## src/rtl/tftp_packet_validator_top_assert.svh

```systemverilog
// Assertion macros for the TFTP packet validator.
// Every check is sampled on the rising edge of clk and is switched off during reset.
`ifndef TFTP_PACKET_VALIDATOR_TOP_ASSERT_SVH
`define TFTP_PACKET_VALIDATOR_TOP_ASSERT_SVH

// Check a property that holds on a single clock edge.
`define TPV_ASSERT(lbl, prop, msg) \
  lbl: assert property (@(posedge clk) disable iff (rst) (prop)) else $error(msg);

// Check that a trigger on one edge implies a consequence on the next edge.
`define TPV_ASSERT_NEXT(lbl, trig, cons, msg) \
  lbl: assert property (@(posedge clk) disable iff (rst) (trig) |=> (cons)) else $error(msg);

`endif

```

## src/rtl/tpv_pkg.sv

```systemverilog
// ----------------------------------------------------------------------------
// tpv_pkg
// Shared types and codes of the TFTP packet validator.
// ----------------------------------------------------------------------------
`default_nettype none

package tpv_pkg;

  // Parse phases
  typedef enum logic [3:0] {
    PH_OP_HI  = 4'd0,
    PH_OP_LO  = 4'd1,
    PH_NUM_HI = 4'd2,
    PH_NUM_LO = 4'd3,
    PH_FNAME  = 4'd4,
    PH_MODE   = 4'd5,
    PH_TAIL   = 4'd6,
    PH_DATA   = 4'd7,
    PH_ACKEND = 4'd8,
    PH_EMSG   = 4'd9
  } phase_t;

  // Packet kinds: the opcode minus one
  localparam logic [2:0] KIND_RRQ   = 3'd0;
  localparam logic [2:0] KIND_WRQ   = 3'd1;
  localparam logic [2:0] KIND_DATA  = 3'd2;
  localparam logic [2:0] KIND_ACK   = 3'd3;
  localparam logic [2:0] KIND_ERROR = 3'd4;

  // Transfer modes
  localparam logic [1:0] MODE_NETASCII = 2'd0;
  localparam logic [1:0] MODE_OCTET    = 2'd1;
  localparam logic [1:0] MODE_MAIL     = 2'd2;

  typedef struct packed {
    logic [7:0] packet_byte;
    logic       last_byte;
  } byte_t;

  typedef struct packed {
    logic        packet_valid;
    logic [2:0]  packet_kind;
    logic [15:0] number_field;
    logic [9:0]  data_length;
    logic [1:0]  transfer_mode;
  } result_t;

  // Parser state carried from byte to byte
  typedef struct packed {
    phase_t      parse_phase;
    logic [2:0]  opcode_seen;
    logic [15:0] number_value;
    logic [9:0]  byte_count;
    logic [1:0]  mode_candidate;
    logic [3:0]  token_position;
    logic        char_seen;
    logic        match_failed;
  } parse_state_t;

  localparam parse_state_t PARSE_RESET = '{
    parse_phase:    PH_OP_HI,
    opcode_seen:    3'd0,
    number_value:   16'd0,
    byte_count:     10'd0,
    mode_candidate: 2'd0,
    token_position: 4'd0,
    char_seen:      1'b0,
    match_failed:   1'b0
  };

endpackage

`default_nettype wire

```

## src/rtl/tpv_step.sv

```systemverilog
// ----------------------------------------------------------------------------
// tpv_step
// Next parser state for one packet byte, given the current state.
// ----------------------------------------------------------------------------
`default_nettype none

module tpv_step
  import tpv_pkg::*;
#(
  parameter int MAX_DATA_BYTES = 512
) (
  input  wire parse_state_t cur,
  input  wire logic [7:0]   packet_byte,
  output parse_state_t      nxt
);

  localparam logic [9:0] MAX_COUNT = 10'(MAX_DATA_BYTES);

  localparam logic [7:0] TOK_NETASCII [8] = '{8'h6E, 8'h65, 8'h74, 8'h61,
                                              8'h73, 8'h63, 8'h69, 8'h69};
  localparam logic [7:0] TOK_OCTET    [5] = '{8'h6F, 8'h63, 8'h74, 8'h65, 8'h74};
  localparam logic [7:0] TOK_MAIL     [4] = '{8'h6D, 8'h61, 8'h69, 8'h6C};

  function automatic logic name_char(input logic [7:0] c);
    return (c >= 8'h61 && c <= 8'h7A) || (c >= 8'h41 && c <= 8'h5A) ||
           (c >= 8'h30 && c <= 8'h39) || c == 8'h2E || c == 8'h5F ||
           c == 8'h2F || c == 8'h2D || c == 8'h20;
  endfunction

  function automatic logic msg_char(input logic [7:0] c);
    return (c >= 8'h01 && c <= 8'h04) || (c >= 8'h09 && c <= 8'h0D) ||
           (c >= 8'h20 && c <= 8'h7E);
  endfunction

  function automatic logic [3:0] tok_len(input logic [1:0] m);
    logic [3:0] len;
    if (m == MODE_NETASCII) len = 4'd8;
    else if (m == MODE_OCTET) len = 4'd5;
    else len = 4'd4;
    return len;
  endfunction

  function automatic logic [7:0] tok_char(input logic [1:0] m, input logic [3:0] pos);
    logic [7:0] ch;
    if (m == MODE_NETASCII) ch = TOK_NETASCII[pos[2:0]];
    else if (m == MODE_OCTET) ch = (pos < 4'd5) ? TOK_OCTET[pos[2:0]] : 8'h00;
    else ch = (pos < 4'd4) ? TOK_MAIL[pos[1:0]] : 8'h00;
    return ch;
  endfunction

  logic [15:0] number_full;

  assign number_full = {cur.number_value[15:8], packet_byte};

  always_comb begin
    nxt = cur;
    if (!cur.match_failed) begin
      unique case (cur.parse_phase)
        PH_OP_HI: begin
          if (packet_byte != 8'd0) nxt.match_failed = 1'b1;
          else nxt.parse_phase = PH_OP_LO;
        end
        PH_OP_LO: begin
          if (packet_byte < 8'd1 || packet_byte > 8'd5) begin
            nxt.match_failed = 1'b1;
          end else begin
            nxt.opcode_seen = 3'(packet_byte - 8'd1);
            nxt.parse_phase = (packet_byte <= 8'd2) ? PH_FNAME : PH_NUM_HI;
          end
        end
        PH_NUM_HI: begin
          nxt.number_value = {packet_byte, 8'h00};
          nxt.parse_phase  = PH_NUM_LO;
        end
        PH_NUM_LO: begin
          nxt.number_value = number_full;
          if (cur.opcode_seen == KIND_DATA) begin
            if (number_full == 16'd0) nxt.match_failed = 1'b1;
            else nxt.parse_phase = PH_DATA;
          end else if (cur.opcode_seen == KIND_ACK) begin
            nxt.parse_phase = PH_ACKEND;
          end else begin
            if (number_full > 16'd7) nxt.match_failed = 1'b1;
            else nxt.parse_phase = PH_EMSG;
          end
        end
        PH_FNAME: begin
          if (packet_byte == 8'd0) begin
            if (cur.char_seen) begin
              nxt.parse_phase    = PH_MODE;
              nxt.token_position = 4'd0;
            end else begin
              nxt.match_failed = 1'b1;
            end
          end else if (name_char(packet_byte)) begin
            nxt.char_seen = 1'b1;
          end else begin
            nxt.match_failed = 1'b1;
          end
        end
        PH_MODE: begin
          if (cur.token_position == 4'd0) begin
            // pick the token from its first letter
            if (packet_byte == 8'h6E) begin
              nxt.mode_candidate = MODE_NETASCII;
              nxt.token_position = 4'd1;
            end else if (packet_byte == 8'h6F) begin
              nxt.mode_candidate = MODE_OCTET;
              nxt.token_position = 4'd1;
            end else if (packet_byte == 8'h6D) begin
              nxt.mode_candidate = MODE_MAIL;
              nxt.token_position = 4'd1;
            end else begin
              nxt.match_failed = 1'b1;
            end
          end else if (cur.token_position >= tok_len(cur.mode_candidate)) begin
            if (packet_byte == 8'd0) nxt.parse_phase = PH_TAIL;
            else nxt.match_failed = 1'b1;
          end else if (packet_byte == tok_char(cur.mode_candidate, cur.token_position)) begin
            nxt.token_position = cur.token_position + 4'd1;
          end else begin
            nxt.match_failed = 1'b1;
          end
        end
        PH_DATA: begin
          if (cur.byte_count >= MAX_COUNT) nxt.match_failed = 1'b1;
          else nxt.byte_count = cur.byte_count + 10'd1;
        end
        PH_ACKEND: nxt.match_failed = 1'b1;
        PH_EMSG: begin
          if (packet_byte == 8'd0) begin
            if (cur.char_seen) nxt.parse_phase = PH_TAIL;
            else nxt.match_failed = 1'b1;
          end else if (msg_char(packet_byte)) begin
            nxt.char_seen = 1'b1;
          end else begin
            nxt.match_failed = 1'b1;
          end
        end
        // trailing bytes after a closing zero, and unused phase codes: hold
        default: ;
      endcase
    end
  end

endmodule

`default_nettype wire

```

## src/rtl/tftp_packet_validator_top.sv

```systemverilog
// ----------------------------------------------------------------------------
// tftp_packet_validator_top
// Byte-serial TFTP packet grammar checker with a registered result port.
// ----------------------------------------------------------------------------
// The block takes one packet byte per request, one request per clock cycle
// while byte_stall is low, and produces one result request in the cycle after
// the request that carries last_byte. Each byte updates a small parser state
// through one level of next-state logic, so the rate is set only by that state
// register: one byte per cycle while no result is stalled, with no gap between
// packets. The result sits in a single output register; while it is held by
// result_stall, byte_stall is raised and no byte is taken. The parser returns
// to its reset state after every final byte. Requests and error packets stay
// valid when extra bytes follow their closing zero; a data packet counts at
// most MAX_DATA_BYTES data bytes and fails on more.
`default_nettype none

module tftp_packet_validator_top
  import tpv_pkg::*;
#(
  parameter int MAX_DATA_BYTES = 512
) (
  input  wire logic    clk,
  input  wire logic    rst,
  input  wire logic    byte_valid,
  output logic         byte_stall,
  input  wire byte_t   byte_data,
  output logic         result_valid,
  input  wire logic    result_stall,
  output result_t      result_data
);

  `include "tftp_packet_validator_top_assert.svh"

  parse_state_t state;
  parse_state_t state_next;
  result_t      result_next;
  logic         byte_accept;
  logic         last_accept;
  logic         ok;
  logic         request;

  // Hold input while the finished result waits to be taken.
  assign byte_stall  = result_valid && result_stall;
  assign byte_accept = byte_valid && !byte_stall;
  assign last_accept = byte_accept && byte_data.last_byte;

  tpv_step #(
    .MAX_DATA_BYTES(MAX_DATA_BYTES)
  ) u_step (
    .cur        (state),
    .packet_byte(byte_data.packet_byte),
    .nxt        (state_next)
  );

  // Build the result from the state after the final byte.
  assign ok = !state_next.match_failed &&
              (state_next.parse_phase == PH_TAIL || state_next.parse_phase == PH_DATA ||
               state_next.parse_phase == PH_ACKEND);
  assign request = state_next.opcode_seen <= KIND_WRQ;

  always_comb begin
    result_next.packet_valid  = ok;
    result_next.packet_kind   = state_next.opcode_seen;
    result_next.number_field  = request ? 16'd0 : state_next.number_value;
    result_next.data_length   = (state_next.opcode_seen == KIND_DATA) ?
                                state_next.byte_count : 10'd0;
    result_next.transfer_mode = (ok && request) ? state_next.mode_candidate : MODE_NETASCII;
  end

  always_ff @(posedge clk) begin
    if (rst) begin
      state        <= PARSE_RESET;
      result_valid <= 1'b0;
    end else begin
      // Advance the parser; restart it after the final byte.
      if (byte_accept) begin
        state <= byte_data.last_byte ? PARSE_RESET : state_next;
      end
      if (last_accept) begin
        result_valid <= 1'b1;
      end else if (!result_stall) begin
        result_valid <= 1'b0;
      end
    end
  end

  // Payload register: load on each final byte.
  always_ff @(posedge clk) begin
    if (last_accept) begin
      result_data <= result_next;
    end
  end

  `TPV_ASSERT_NEXT(a_last_gives_result, last_accept, result_valid,
                   "final byte did not produce a result")
  `TPV_ASSERT_NEXT(a_parser_restarts, last_accept,
                   state.parse_phase == PH_OP_HI && !state.match_failed && !state.char_seen,
                   "parser not restarted after final byte")
  `TPV_ASSERT(a_mode_only_valid_request,
              !result_valid || result_data.transfer_mode == MODE_NETASCII ||
              (result_data.packet_valid && result_data.packet_kind <= KIND_WRQ),
              "transfer mode reported for a packet that is not a valid request")
  `TPV_ASSERT(a_length_only_data,
              !result_valid || result_data.data_length == 10'd0 ||
              (result_data.packet_kind == KIND_DATA &&
               result_data.data_length <= 10'(MAX_DATA_BYTES)),
              "data length out of range or on a non-data packet")

endmodule

`default_nettype wire

```

## config.mk

```make
export PLATFORM = sky130hd
export DESIGN_NAME = tftp_packet_validator_top
export DESIGN_NICKNAME = d
export VERILOG_FILES = /design/src/rtl/tpv_pkg.sv /design/src/rtl/tpv_step.sv /design/src/rtl/tftp_packet_validator_top.sv
export VERILOG_INCLUDE_DIRS = /design/src /design/src/rtl
export SDC_FILE = /design/constraint.sdc
export NUM_CORES = 1
export LEC_CHECK = 0
export BUFFER_PORTS_ARGS = -buffer_cell sky130_fd_sc_hd__buf_2
export CAP_MARGIN = 10
export CORE_MARGIN = 4
export CORE_UTILIZATION = 64
export DETAILED_ROUTE_END_ITERATION = 10
export HOLD_SLACK_MARGIN = 0.06
export PLACE_DENSITY_LB_ADDON = 0.12
export SLEW_MARGIN = 40
export SYNTH_ARGS = -nofsm -noshare
export SYNTH_HDL_FRONTEND = slang
export SYNTH_SLANG_ARGS = --single-unit
```

## constraint.sdc

```tcl
create_clock -name clk -period 6.9 [get_ports clk]
set_input_delay 1.38 -clock clk [delete_from_list [all_inputs] [get_ports clk]]
set_output_delay 1.38 -clock clk [all_outputs]
set_load 0.01 [all_outputs]
```

==> out/summary.json, run 1 <==
{
  "timing.rr.start": {"value": "state[3]$_SDFFE_PP0P_"},
  "dr.first_iter.drc_count": {"value": 344},
  "worst_setup_path_end_kind": {"value": "flop"},
  "htreeDepth": {"value": 3},
  "final.setup.tns": {"value": 0, "unit": "ns"},
  "die_w": {"value": 92.94, "unit": "um"},
  "cts_made_buffers": {"value": 9},
  "outcome": {"value": "finished clean"},
  "clkLatencyLatePin": {"value": 0.36, "unit": "ns"},
  "yosys_most_used_dff": {"value": "dfxtp_1"},
  "yosys_warning_total": {"value": 0},
  "grt_pass1_wl": {"value": 19.89, "unit": "mm"},
  "max_freq": {"value": 272.6, "unit": "MHz"},
  "synth_cells": {"value": 522},
  "placement_row_count": {"value": 30},
  "startpoint": {"value": "byte_data[1]"},
  "critPathKind": {"value": "in2reg"},
  "grt_start_max_net_pins": {"value": 42},
  "dp_hpwl": {"value": 8.149, "unit": "mm"},
  "syn_area": {"value": 4617, "unit": "sq um"},
  "worst_setup_hold_path_clk_slew": {"value": 0.09, "unit": "ns"},
  "fin_crit": {"value": 3.669, "unit": "ns"},
  "finClkSkew": {"value": 0.01016, "unit": "ns"},
  "worst_ir_drop_vdd": {"value": 0.0001274, "unit": "V"},
  "headroom_to_the_max_slew_limit": {"value": 48.28, "unit": "%"},
  "place.gp.congestion": {"value": 0.9549},
  "critPathMaxFanout": {"value": 10},
  "powerDensity": {"value": 182.1, "unit": "nW/um^2"},
  "vias_in_the_first_global_route": {"value": 3900},
  "final_nets": {"value": 573},
  "timing.critical_path.arrival": {"value": 3.87, "unit": "ns"},
  "p_leak": {"value": 1.731, "unit": "nW"},
  "worst_pin_slew": {"value": 0.7730, "unit": "ns"},
  "synth_top_area_cell": {"value": "edfxtp_1"},
  "synth_seq_cells": {"value": 74},
  "postSynthAreaPerCell": {"value": 8.845, "unit": "sq um"},
  "synth.lib_cells_used.distinct": {"value": 80},
  "overflow": {"value": 0},
  "synthToLayoutAreaGrowth": {"value": 8.970, "unit": "%"},
  "die_y": {"value": 92.94, "unit": "um"},
  "cts.repair.resized": {"value": 0},
  "initial_utilization": {"value": 66.85, "unit": "%"},
  "crit_end": {"value": "result_data[0]$_SDFFCE_PN0P_"},
  "cts_root_buf": {"value": "clkbuf_8"},
  "synthesis.nets": {"value": 551},
  "post-route-period-util": {"value": 53.17, "unit": "%"},
  "synth.area.top_cells": {"value": "edfxtp_1, dfxtp_1, nor2_1, a22oi_1, ha_1"},
  "dr.pass1.iters": {"value": 5},
  "post_dp_cell_area": {"value": 4816, "unit": "sq um"},
  "fp.dieArea": {"value": 8637, "unit": "sq um"},
  "core_area": {"value": 6907, "unit": "sq um"},
  "fin_area": {"value": 5031, "unit": "sq um"},
  "postSynth.asyncResetShare": {"value": 0, "unit": "%"},
  "filler_cell_count": {"value": 569},
  "antenna_found_initial": {"value": 0},
  "reg2regPathDepth": {"value": 9},
  "routedWlPerCell": {"value": 18.60, "unit": "um"},
  "cts_hold_bufs": {"value": 0},
  "rsz0062_at_grt": {"value": "no"},
  "pin_count": {"value": 47},
  "netlist.area_leader.share": {"value": 20.81, "unit": "%"},
  "buffer_ports.inserted": {"value": 46},
  "totalWireLength": {"value": 12.00, "unit": "mm"},
  "final_antenna_net_count": {"value": 0},
  "critical_path.startpoint_type": {"value": "primary input"},
  "drive_above_1_share": {"value": 16.94, "unit": "%"},
  "hold_class": {"value": "reg2reg"},
  "setup_viol_count_final": {"value": 0},
  "clkSinkCount": {"value": 74},
  "regToRegSetupSlack": {"value": 3.70, "unit": "ns"},
  "antenna_cells_inserted": {"value": 0},
  "synth-edff-count": {"value": 32},
  "worst_reg2reg_path_endpoint": {"value": "result_data[0]$_SDFFCE_PN0P_"},
  "synth.yosys.seq_area_share": {"value": 39.02, "unit": "%"},
  "tritoncts_clock_tree": {"value": "yes"},
  "hold_violations": {"value": 0},
  "clock_path_buffers": {"value": 2},
  "cts_setup_buffers": {"value": 0},
  "post_drt_via_cell_ratio": {"value": 6.524},
  "num_vias": {"value": 4208},
  "worst-endpoint-required": {"value": 7.10, "unit": "ns"},
  "grt_resource_usage_total": {"value": 28.88, "unit": "%"},
  "maxSlewViolCount": {"value": 0},
  "max_cap_violations": {"value": 0},
  "drcViolationCount": {"value": 0}
}
## cell usage after synthesis, drive strengths merged (7+ instances only)
master / number
nor2: 85
dfxtp: 42
a22oi: 36
nand2: 34
edfxtp: 32
a21oi: 26
o21ai: 22
clkbuf: 21
inv: 21
nor3: 18
ha: 16
buf: 15
xnor2: 10
a211oi: 9
nor4: 8
nand2b: 7
nand3: 7
nor3b: 7
## worst min-delay path by stage
stage                           startpoint                      to  slack (ns)  cells after the start
floorplan           state[18]$_SDFFE_PP0P_  state[18]$_SDFFE_PP0P_        0.47                      2
global placement    state[23]$_SDFFE_PP0P_  state[23]$_SDFFE_PP0P_        0.48                      2
detailed placement  state[25]$_SDFFE_PP0P_  state[25]$_SDFFE_PP0P_        0.49                      2
CTS                 state[25]$_SDFFE_PP0P_  state[25]$_SDFFE_PP0P_        0.51                      2
global route        state[25]$_SDFFE_PP0P_  state[25]$_SDFFE_PP0P_        0.54                      2
finish              state[25]$_SDFFE_PP0P_  state[25]$_SDFFE_PP0P_        0.51                      2
## registers in the layout (all words and copies together) (netlist names)
| register | count |
|---|---|
| state | 41 |
| result_valid | 1 |
| result_data | 32 |
## stage by stage
stage	cells	util [%]	setup slack (ns)	hold WS [ns]	total power, mW
after floorplan	522	-	3.123	0.4663	0.5336
after global placement	629	69.66	3.022	0.4785	0.5562
after detailed placement	629	69.73	2.925	0.4863	0.5584
after CTS	645	72.75	3.281	0.5094	0.9131
after global routing	645	72.84	3.068	0.5373	0.9464
final	645	72.84	3.231	0.5092	0.9163
## placed cells by master, fill, tap and decap left out, types with 10 or more instances in the layout
cell,instances
xnor2_1,10
nand2_1,34
inv_1,21
nor2_1,83
dfxtp_1,42
o21ai_0,19
a21oi_1,25
a22oi_1,36
edfxtp_1,32
ha_1,16
nor3_1,13
buf_2,46
## metal layers
| layer | global-route usage (%) | vias up | wire length (um) |
|---|---|---|---|
| met3 | 3.656 | 15 | 888 |
| met2 | 45.95 | 234 | 5683 |
| met5 | 0 | - | 0 |
| met1 | 41.20 | 1982 | 5287 |
| met4 | 8.425 | 0 | 140 |
| li1 | - | 1977 | - |
## worst max-delay path, stage by stage
cell and delay, ns:
buf_2 0.21, inv_1 0.15, ha_1 0.32, nand2b_1 0.19
nor3_2 0.10, a2111oi_0 0.67, o211ai_1 0.20, a211oi_1 0.23
o21ai_1 0.17, nor3_1 0.24
## logic make-up after synthesis
group                    after synthesis  share of synthesized area, %
AND/OR/NAND/NOR                      210                         24.72
AO/OA/AOI/OAI                        147                         23.09
flip-flops                            74                         39.02
buffers and inverters                 57                         5.258
adder cells (fa/ha/maj)               16                         4.336
XOR/XNOR                              12                         2.276
multiplexers                           6                         1.301
## area by class of cell
type | count | area, sq um | area share [%]
clock buffers | 9 | 123.9 | 2.462
clock inverters | 7 | 85.08 | 1.691
inverters | 21 | 78.83 | 1.567
multi-input cells | 391 | 2584 | 51.36
flip-flops and latches | 74 | 1802 | 35.81
well taps | 96 | 120.1 | 2.387
repair buffers | 47 | 237.7 | 4.725
## power by group
part | internal [mW] | switching [mW]
clock | 0.175 | 0.192
sequential | 0.463 | 0.00541
combinational | 0.0242 | 0.0577
total | 0.661 | 0.255
Note: power is estimated with default switching activity, not from simulation.
==> run 2, diff against run 1 <==
CORE_UTILIZATION = 54   (was 64)
clock period = 3.3 ns   (was 6.9 ns; I/O delays follow)
==> run 2 against run 1 <==
Compared with the run above: combinational power increased by 130%; wire length is 1.5% lower; total power rose by 110%; register-to-register slack got worse by 3.3 ns; cell count increased by 4.8%; die area rose by 17%; sequential share of layout area shrank 1.1 points; critical path depth unchanged.
==> out/summary.json, run 2 (synthesized netlist as in run 1, its figures left out) <==
{
  "place.gp.congestion": {"value": 0.9194, "change": "-3.7%"},
  "grt_start_max_net_pins": {"value": 33, "change": "-21%"},
  "filler_cell_count": {"value": 727, "change": "+28%"},
  "fp.dieArea": {"value": 10090, "unit": "sq um", "change": "+17%"},
  "hold_class": {"value": "reg2reg"},
  "worst_setup_path_end_kind": {"value": "flop"},
  "globalRouteMet2Util": {"value": 37.21, "unit": "%", "change": "-8.7 points"},
  "htreeDepth": {"value": 3, "change": "unchanged"},
  "hold_violations": {"value": 0, "change": "unchanged"},
  "buffer_ports.inserted": {"value": 46, "change": "unchanged"},
  "pin_count": {"value": 47, "change": "unchanged"},
  "placement_row_count": {"value": 33, "change": "+10%"},
  "dr.pass1.iters": {"value": 5, "change": "unchanged"},
  "cts_setup_buffers": {"value": 0, "change": "unchanged"},
  "most-common-layout-cells": {"value": "nor2_1, buf_2, dfxtp_1"},
  "power.share.sequential": {"value": 50.5, "unit": "%", "change": "-0.6 points"},
  "clkLatencyLatePin": {"value": 0.36, "unit": "ns", "change": "about the same"},
  "critical_path.startpoint_type": {"value": "flop"},
  "core_area": {"value": 8258, "unit": "sq um", "change": "+20%"},
  "final_nets": {"value": 595, "change": "+3.8%"},
  "headroom_to_the_max_slew_limit": {"value": 55.46, "unit": "%", "change": "+7.2 points"},
  "tritoncts_clock_tree": {"value": "yes"},
  "internal_power": {"value": 1.394, "unit": "mW", "change": "+110%"},
  "grt_pass1_wl": {"value": 19.95, "unit": "mm", "change": "+0.28%"},
  "critPathMaxFanout": {"value": 8, "change": "-2"},
  "finClkSkew": {"value": 0.01106, "unit": "ns", "change": "+0.0009043 ns"},
  "worstHoldStart": {"value": "state[19]$_SDFFE_PP0P_"},
  "post_drt_via_cell_ratio": {"value": 6.139, "change": "-5.9%"},
  "outcome": {"value": "finished clean"},
  "antenna_found_initial": {"value": 0, "change": "unchanged"},
  "holdPathEnd": {"value": "state[19]$_SDFFE_PP0P_"},
  "cts_hold_bufs": {"value": 0, "change": "unchanged"},
  "drcViolationCount": {"value": 0, "change": "unchanged"},
  "critical-path-top-delay-family": {"value": "compound AO/OA/AOI/OAI gates"},
  "power_frac_comb": {"value": 9.7, "unit": "%", "change": "+0.8 points"},
  "switching_power": {"value": 539.5, "unit": "uW", "change": "+110%"},
  "largest_register_ff_count": {"value": 41, "change": "unchanged"},
  "global_route.usage.met1": {"value": 36.87, "unit": "%", "change": "-4.3 points"},
  "fin_worst_hold_slack": {"value": 0.5066, "unit": "ns", "change": "-0.002564 ns"},
  "cts_root_buf": {"value": "clkbuf_8"},
  "max_flop_register": {"value": "state"},
  "grt_resource_usage_total": {"value": 24.79, "unit": "%", "change": "-4.1 points"},
  "worst_ir_drop_vdd": {"value": 0.0002346, "unit": "V", "change": "+84%"},
  "initial_utilization": {"value": 55.91, "unit": "%", "change": "-11 points"},
  "drive_above_1_share": {"value": 19.79, "unit": "%", "change": "+2.8 points"},
  "power.clock.fraction": {"value": 39.9, "unit": "%", "change": "about the same"},
  "maxSlewViolCount": {"value": 0, "change": "unchanged"},
  "cts_made_buffers": {"value": 9, "change": "unchanged"},
  "final.setup.tns": {"value": 0, "unit": "ns", "change": "unchanged"},
  "timing.critical_path.buf_inv": {"value": 2, "change": "unchanged"},
  "powerDensity": {"value": 372.1, "unit": "nW/um^2", "change": "+100%"},
  "regToRegSetupSlack": {"value": 0.36, "unit": "ns", "change": "-3.34 ns"},
  "setup_viol_count_final": {"value": 0, "change": "unchanged"},
  "num_vias": {"value": 4150, "change": "-1.4%"},
  "post-route-period-util": {"value": 89.19, "unit": "%"},
  "worst-endpoint-required": {"value": 3.49, "unit": "ns", "change": "-3.61 ns"},
  "power.share.switching": {"value": 27.90, "unit": "%", "change": "+0.094 points"},
  "critPathKind": {"value": "reg2reg"},
  "timing.critical_path.cells": {"value": "inv_1 > ha_1 > nor3b_1 > a311oi_1 > mux2i_1 > a22oi_1 > o41ai_1 > buf_4 > o21ai_1 > nor3_1"},
  "cts.repair.resized": {"value": 0, "change": "unchanged"},
  "p_leak": {"value": 1.839, "unit": "nW", "change": "+6.3%"},
  "max_cap_violations": {"value": 0, "change": "unchanged"},
  "clock_path_buffers": {"value": 2, "change": "unchanged"},
  "layout.cells.most_common": {"value": "nor2_1"},
  "die_y": {"value": 100.5, "unit": "um", "change": "+8.1%"},
  "timing.critical_path.arrival": {"value": 3.14, "unit": "ns", "change": "-0.73 ns"},
  "vias_in_the_first_global_route": {"value": 3923, "change": "+0.59%"},
  "min_path_cells": {"value": 2, "change": "unchanged"},
  "reg2regPathDepth": {"value": 10, "change": "+1"},
  "dr.first_iter.drc_count": {"value": 396, "change": "+15%"},
  "routedWlPerCell": {"value": 17.49, "unit": "um", "change": "-6.0%"},
  "fin_crit": {"value": 2.943, "unit": "ns"},
  "worst_pin_slew": {"value": 0.6629, "unit": "ns", "change": "-0.1100 ns"},
  "gr_util_met3": {"value": 3.183, "unit": "%", "change": "-0.47 points"},
  "die_w": {"value": 100.5, "unit": "um", "change": "+8.1%"},
  "dp_hpwl": {"value": 8.497, "unit": "mm", "change": "+4.3%"},
  "totalWireLength": {"value": 11.82, "unit": "mm", "change": "-1.5%"},
  "registers_with_the_highest_flip_flop_counts": {"value": "state x41, result_data x32, result_valid x1"},
  "worst_reg2reg_path_endpoint": {"value": "result_data[1]$_SDFFCE_PN0P_"},
  "synthToLayoutAreaGrowth": {"value": 12.55, "unit": "%"},
  "clkSinkCount": {"value": 74, "change": "unchanged"},
  "timing.rr.start": {"value": "state[3]$_SDFFE_PP0P_"},
  "max_freq": {"value": 339.8, "unit": "MHz"},
  "worst_setup_hold_path_clk_slew": {"value": 0.10, "unit": "ns", "change": "about the same"},
  "final_antenna_net_count": {"value": 0, "change": "unchanged"},
  "critPathMaxStageDelay": {"value": 0.50, "unit": "ns", "change": "-0.17 ns"},
  "antenna_cells_inserted": {"value": 0, "change": "unchanged"},
  "crit_slowest_cell": {"value": "dfxtp_1"},
  "rsz0062_at_grt": {"value": "no"},
  "top_usage_layer": {"value": "met2"},
  "overflow": {"value": 0, "change": "unchanged"}
}
-- run 2: cell count changes in the layout (fill, tap and decap cells not counted) --
cell,before,now
nor3_1,13,14
nor4_1,6,7
buf_4,1,23
nor3_2,4,3
nor4_2,1,0
-- run 2: layout make-up --
cell class                 count  area [sq um]  area share, %
clock buffer                   9         123.9          2.384
sequential                    74          1802          34.67
tap                          105         131.4          2.528
inverter                      21         78.83          1.517
multi-input combinational    391          2572          49.51
timing repair buffer          69         402.9          7.753
clock inverter                 7         85.08          1.637
-- run 2: per-layer routing --
metal	part of all wire (%)	up-vias	wire length, um
li1	-	2028	-
met1	47	1927	5538
met2	44	172	5201
met3	6.8	23	808
met4	2.3	0	272
met5	0	-	0
-- run 2: worst min-delay path: stages (launching register included) --
cell and delay (ns):
dfxtp_1 0.34, a22oi_1 0.07, nor2_1 0.07
-- run 2: how the worst max path moves through the flow --
stage / from / endpoint / slack [ns] / cells after the start
finish: state[3]$_SDFFE_PP0P_ / result_data[1]$_SDFFCE_PN0P_ / 0.36 / 10
global route: state[3]$_SDFFE_PP0P_ / result_data[1]$_SDFFCE_PN0P_ / 0.06 / 10
CTS: state[3]$_SDFFE_PP0P_ / result_data[1]$_SDFFCE_PN0P_ / 0.35 / 10
detailed placement: byte_data[1] / result_data[1]$_SDFFCE_PN0P_ / 0.15 / 10
global placement: byte_data[1] / result_data[1]$_SDFFCE_PN0P_ / 0.20 / 10
floorplan: byte_data[2] / result_data[0]$_SDFFCE_PN0P_ / 0.24 / 10
-- run 2: power groups by stage --
stage / sequential [mW] / clock (mW) / combinational (mW)
2_1_floorplan: 1.00 / 0 / 0.114
3_3_place_gp: 0.997 / 0 / 0.183
3_5_place_dp: 0.997 / 0 / 0.186
4_1_cts: 0.976 / 0.777 / 0.187
5_1_grt: 0.978 / 0.824 / 0.204
6_report: 0.976 / 0.771 / 0.187
-- run 2: per-stage QoR --
step	instances	util, %	total power [mW]	area (sq um)	worst slack [ns]
finish	676	62.92	1.934	5196	0.3568
global route	676	62.92	2.006	5196	0.06148
CTS	676	62.92	1.940	5196	0.3468
detailed placement	660	60.39	1.183	4987	0.1504
global placement	660	60.39	1.179	4987	0.1977
floorplan	522	-	1.116	4617	0.2425
==> run 3, diff against run 2 <==
ABC_AREA = 1   (was unset)
CAP_MARGIN = unset   (was 10)
CORE_ASPECT_RATIO = 1.75   (was unset)
==> run 3 against run 2 <==
Compared with the run above: count of clock-buffer cells in the layout up 4; sequential share of layout area about the same; wire length down 2.8%; total power up 7.8%; via count up 5.5%; cell count up 22%; maximum frequency up 16%; global-route usage down 0.97 points; worst hold slack worse by 0.044 ns; largest cell class unchanged; largest power group unchanged.
==> out/summary.json, run 3 <==
{
  "finish.utilization": {"value": 62.46, "unit": "%", "change": "-0.46 points"},
  "fp.dieArea": {"value": 10080, "unit": "sq um", "change": "-0.10%"},
  "core_area": {"value": 8313, "unit": "sq um", "change": "+0.67%"},
  "antenna_found_initial": {"value": 0, "change": "unchanged"},
  "die_y": {"value": 129.9, "unit": "um", "change": "+29%"},
  "grt_start_max_net_pins": {"value": 39, "change": "+18%"},
  "timing.critical_path.arrival": {"value": 2.72, "unit": "ns", "change": "-0.42 ns"},
  "setup_viol_count_final": {"value": 0, "change": "unchanged"},
  "dr.first_iter.drc_count": {"value": 270, "change": "-32%"},
  "synth_xor_xnor_area_share": {"value": 1.720, "unit": "%", "change": "-0.56 points"},
  "syn_area": {"value": 4583, "unit": "sq um", "change": "-0.73%"},
  "clock_path_buffers": {"value": 2, "change": "unchanged"},
  "drcViolationCount": {"value": 0, "change": "unchanged"},
  "htreeDepth": {"value": 3, "change": "unchanged"},
  "postSynth.asyncResetShare": {"value": 0, "unit": "%", "change": "unchanged"},
  "headroom_to_the_max_slew_limit": {"value": 61.87, "unit": "%", "change": "+6.4 points"},
  "fin_crit": {"value": 2.546, "unit": "ns", "change": "-0.3973 ns"},
  "synthSimpleGateAreaFrac": {"value": 31.59, "unit": "%", "change": "+6.9 points"},
  "cts_made_buffers": {"value": 9, "change": "unchanged"},
  "max_flop_register": {"value": "state"},
  "totalWireLength": {"value": 11.49, "unit": "mm", "change": "-2.8%"},
  "placement_row_count": {"value": 44, "change": "+33%"},
  "routedWlPerCell": {"value": 13.89, "unit": "um", "change": "-21%"},
  "maxSlewViolCount": {"value": 0, "change": "unchanged"},
  "worst-endpoint-required": {"value": 3.47, "unit": "ns", "change": "-0.02 ns"},
  "synth.lib_cells_used.distinct": {"value": 42, "change": "-48%"},
  "cts_setup_buffers": {"value": 0, "change": "unchanged"},
  "critPathMaxFanout": {"value": 10, "change": "+2"},
  "post_synth_most_frequent_cells": {"value": "nand2_1, inv_1, nor2_1, a21oi_1, dfxtp_1"},
  "cts_root_buf": {"value": "clkbuf_16"},
  "largest_register_ff_count": {"value": 41, "change": "unchanged"},
  "synth-compound-area-share": {"value": 11.49, "unit": "%", "change": "-12 points"},
  "dp_hpwl": {"value": 8.852, "unit": "mm", "change": "+4.2%"},
  "vias_in_the_first_global_route": {"value": 4123, "change": "+5.1%"},
  "critical_path.startpoint_type": {"value": "primary input"},
  "synth.most_common_cell": {"value": "nand2_1"},
  "post_drt_via_cell_ratio": {"value": 5.293, "change": "-14%"},
  "registers_with_the_highest_flip_flop_counts": {"value": "state x41, result_data x32, result_valid x1"},
  "min_path_cells": {"value": 2, "change": "unchanged"},
  "synth_top_family_by_area": {"value": "simple AND/OR/NAND/NOR gates"},
  "filler_cell_count": {"value": 782, "change": "+7.6%"},
  "tritoncts_clock_tree": {"value": "yes"},
  "most-common-layout-cells": {"value": "nand2_1, inv_1, nor2_1"},
  "dr.pass1.iters": {"value": 5, "change": "unchanged"},
  "synth_top_area_cell": {"value": "edfxtp_1"},
  "synthesis.nets": {"value": 690, "change": "+25%"},
  "p_leak": {"value": 2.238, "unit": "nW", "change": "+22%"},
  "cts.repair.resized": {"value": 0, "change": "unchanged"},
  "reg2regPathDepth": {"value": 14, "change": "+4"},
  "worst_setup_path_end_kind": {"value": "flop"},
  "layout.cells.most_common": {"value": "nand2_1"},
  "final.setup.tns": {"value": 0, "unit": "ns", "change": "unchanged"},
  "clkSinkCount": {"value": 74, "change": "unchanged"},
  "critPathKind": {"value": "in2reg"},
  "clkLatencyLatePin": {"value": 0.33, "unit": "ns", "change": "-0.03 ns"},
  "antenna_cells_inserted": {"value": 0, "change": "unchanged"},
  "place.gp.congestion": {"value": 1.026, "change": "+12%"},
  "initial_utilization": {"value": 55.13, "unit": "%", "change": "-0.78 points"},
  "post-route-period-util": {"value": 77.15, "unit": "%", "change": "-12 points"},
  "grt_resource_usage_total": {"value": 23.82, "unit": "%", "change": "-0.97 points"},
  "grt_pass1_wl": {"value": 19.05, "unit": "mm", "change": "-4.5%"},
  "num_vias": {"value": 4377, "change": "+5.5%"},
  "worst_pin_slew": {"value": 0.5699, "unit": "ns", "change": "-0.09303 ns"},
  "synth_cells": {"value": 661, "change": "+27%"},
  "outcome": {"value": "finished clean"},
  "worst_ir_drop_vdd": {"value": 0.0002479, "unit": "V", "change": "+5.7%"},
  "max_freq": {"value": 392.8, "unit": "MHz", "change": "+16%"},
  "pin_count": {"value": 47, "change": "unchanged"},
  "final_nets": {"value": 736, "change": "+24%"},
  "postSynthAreaPerCell": {"value": 6.934, "unit": "sq um", "change": "-22%"},
  "drive_above_1_share": {"value": 12.08, "unit": "%", "change": "-7.7 points"},
  "worst_setup_hold_path_clk_slew": {"value": 0.05, "unit": "ns", "change": "-0.05 ns"},
  "final_antenna_net_count": {"value": 0, "change": "unchanged"},
  "synth.yosys.seq_area_share": {"value": 39.31, "unit": "%", "change": "+0.29 points"},
  "synthToLayoutAreaGrowth": {"value": 13.30, "unit": "%"},
  "powerDensity": {"value": 401.3, "unit": "nW/um^2", "change": "+7.9%"},
  "synth_seq_cells": {"value": 74, "change": "unchanged"},
  "synth.area.top_cells": {"value": "edfxtp_1, dfxtp_1, nand2_1, inv_1, nor2_1"},
  "die_w": {"value": 77.64, "unit": "um", "change": "-23%"},
  "netlist.area_leader.share": {"value": 20.97, "unit": "%", "change": "+0.15 points"},
  "max_cap_violations": {"value": 0, "change": "unchanged"},
  "synth-adder-area-share": {"value": 4.368, "unit": "%", "change": "+0.032 points"},
  "hold_violations": {"value": 0, "change": "unchanged"},
  "yosys_warning_total": {"value": 0, "change": "unchanged"},
  "buffer_ports.inserted": {"value": 46, "change": "unchanged"},
  "yosys-mux-area-fraction": {"value": 0.2184, "unit": "%", "change": "-1.1 points"},
  "synth-edff-count": {"value": 32, "change": "unchanged"},
  "rsz0062_at_grt": {"value": "no"},
  "finClkSkew": {"value": 0.003692, "unit": "ns", "change": "-0.007368 ns"},
  "hold_class": {"value": "reg2reg"},
  "yosys_most_used_dff": {"value": "dfxtp_1"},
  "cts_hold_bufs": {"value": 0, "change": "unchanged"},
  "overflow": {"value": 0, "change": "unchanged"}
}
run 3: path summary, 6_finish.rpt:
check | from | endpoint | slack [ns]
worst max-delay path | byte_data[1] | result_data[9]$_SDFFCE_PP0P_ | 0.75
worst min-delay path | state[18]$_SDFFE_PP0P_ | state[18]$_SDFFE_PP0P_ | 0.46
worst max register to register | state[7]$_SDFFE_PP0P_ | result_data[1]$_SDFFCE_PN0P_ | 0.86
worst min register to register | state[18]$_SDFFE_PP0P_ | state[18]$_SDFFE_PP0P_ | 0.46
run 3: cells by family after synthesis:
kind of cell / after synthesis
and+or+nand+nor: 333
buffers and inverters: 134
muxes: 1
DFF: 74
adders and majority gates: 16
AOI/OAI and AO/OA: 94
xor gates and xnor gates: 9
run 3: per-layer routing:
metal / vias to the layer above / global-route usage, % / wire [um]
met5: - / 0 / 0
met4: 0 / 12.26 / 425
met3: 33 / 3.729 / 415
met2: 128 / 44.14 / 6150
met1: 2004 / 25.85 / 4500
li1: 2212 / - / -
run 3: where the power goes:
| part | internal [mW] | leakage (nW) | total (mW) | switching (mW) |
|---|---|---|---|---|
| logic | 0.0684 | 1.47 | 0.232 | 0.164 |
| clock network | 0.526 | 0.127 | 0.869 | 0.343 |
| registers | 0.973 | 0.644 | 0.983 | 0.00982 |
| total | 1.57 | 2.24 | 2.08 | 0.517 |
run 3: worst max-delay path, cell delays in order:
cell and delay [ns]:
buf_2 0.15, inv_1 0.13, ha_1 0.28, nand2_1 0.10, nand2_1 0.07, nor2_2 0.19, nand3_1 0.17, mux2i_1 0.15
inv_1 0.14, nand3_1 0.43, nor2_1 0.24
run 3: layout make-up:
| class | count | area (sq um) | area share (%) |
|---|---|---|---|
| Clock inverter | 3 | 16.27 | 0.3133 |
| Inverter | 117 | 439.2 | 8.458 |
| Clock buffer | 13 | 250.2 | 4.819 |
| Sequential cell | 74 | 1802 | 34.70 |
| Multi-Input combinational cell | 453 | 2266 | 43.64 |
| Timing Repair Buffer | 52 | 275.3 | 5.301 |
| Tap cell | 115 | 143.9 | 2.771 |
run 3: per-stage QoR:
step | cells | setup WS [ns] | instance area, sq um | hold WS (ns) | total power [mW]
after global routing | 827 | 0.5087 | 5192 | 0.4846 | 2.172
final | 827 | 0.7542 | 5192 | 0.4630 | 2.084
after global placement | 811 | 0.5154 | 4926 | 0.4522 | 1.235
after floorplan | 661 | 0.5847 | 4583 | 0.4453 | 1.154
after detailed placement | 811 | 0.4444 | 4926 | 0.4551 | 1.233
after CTS | 827 | 0.7916 | 5192 | 0.4635 | 2.100
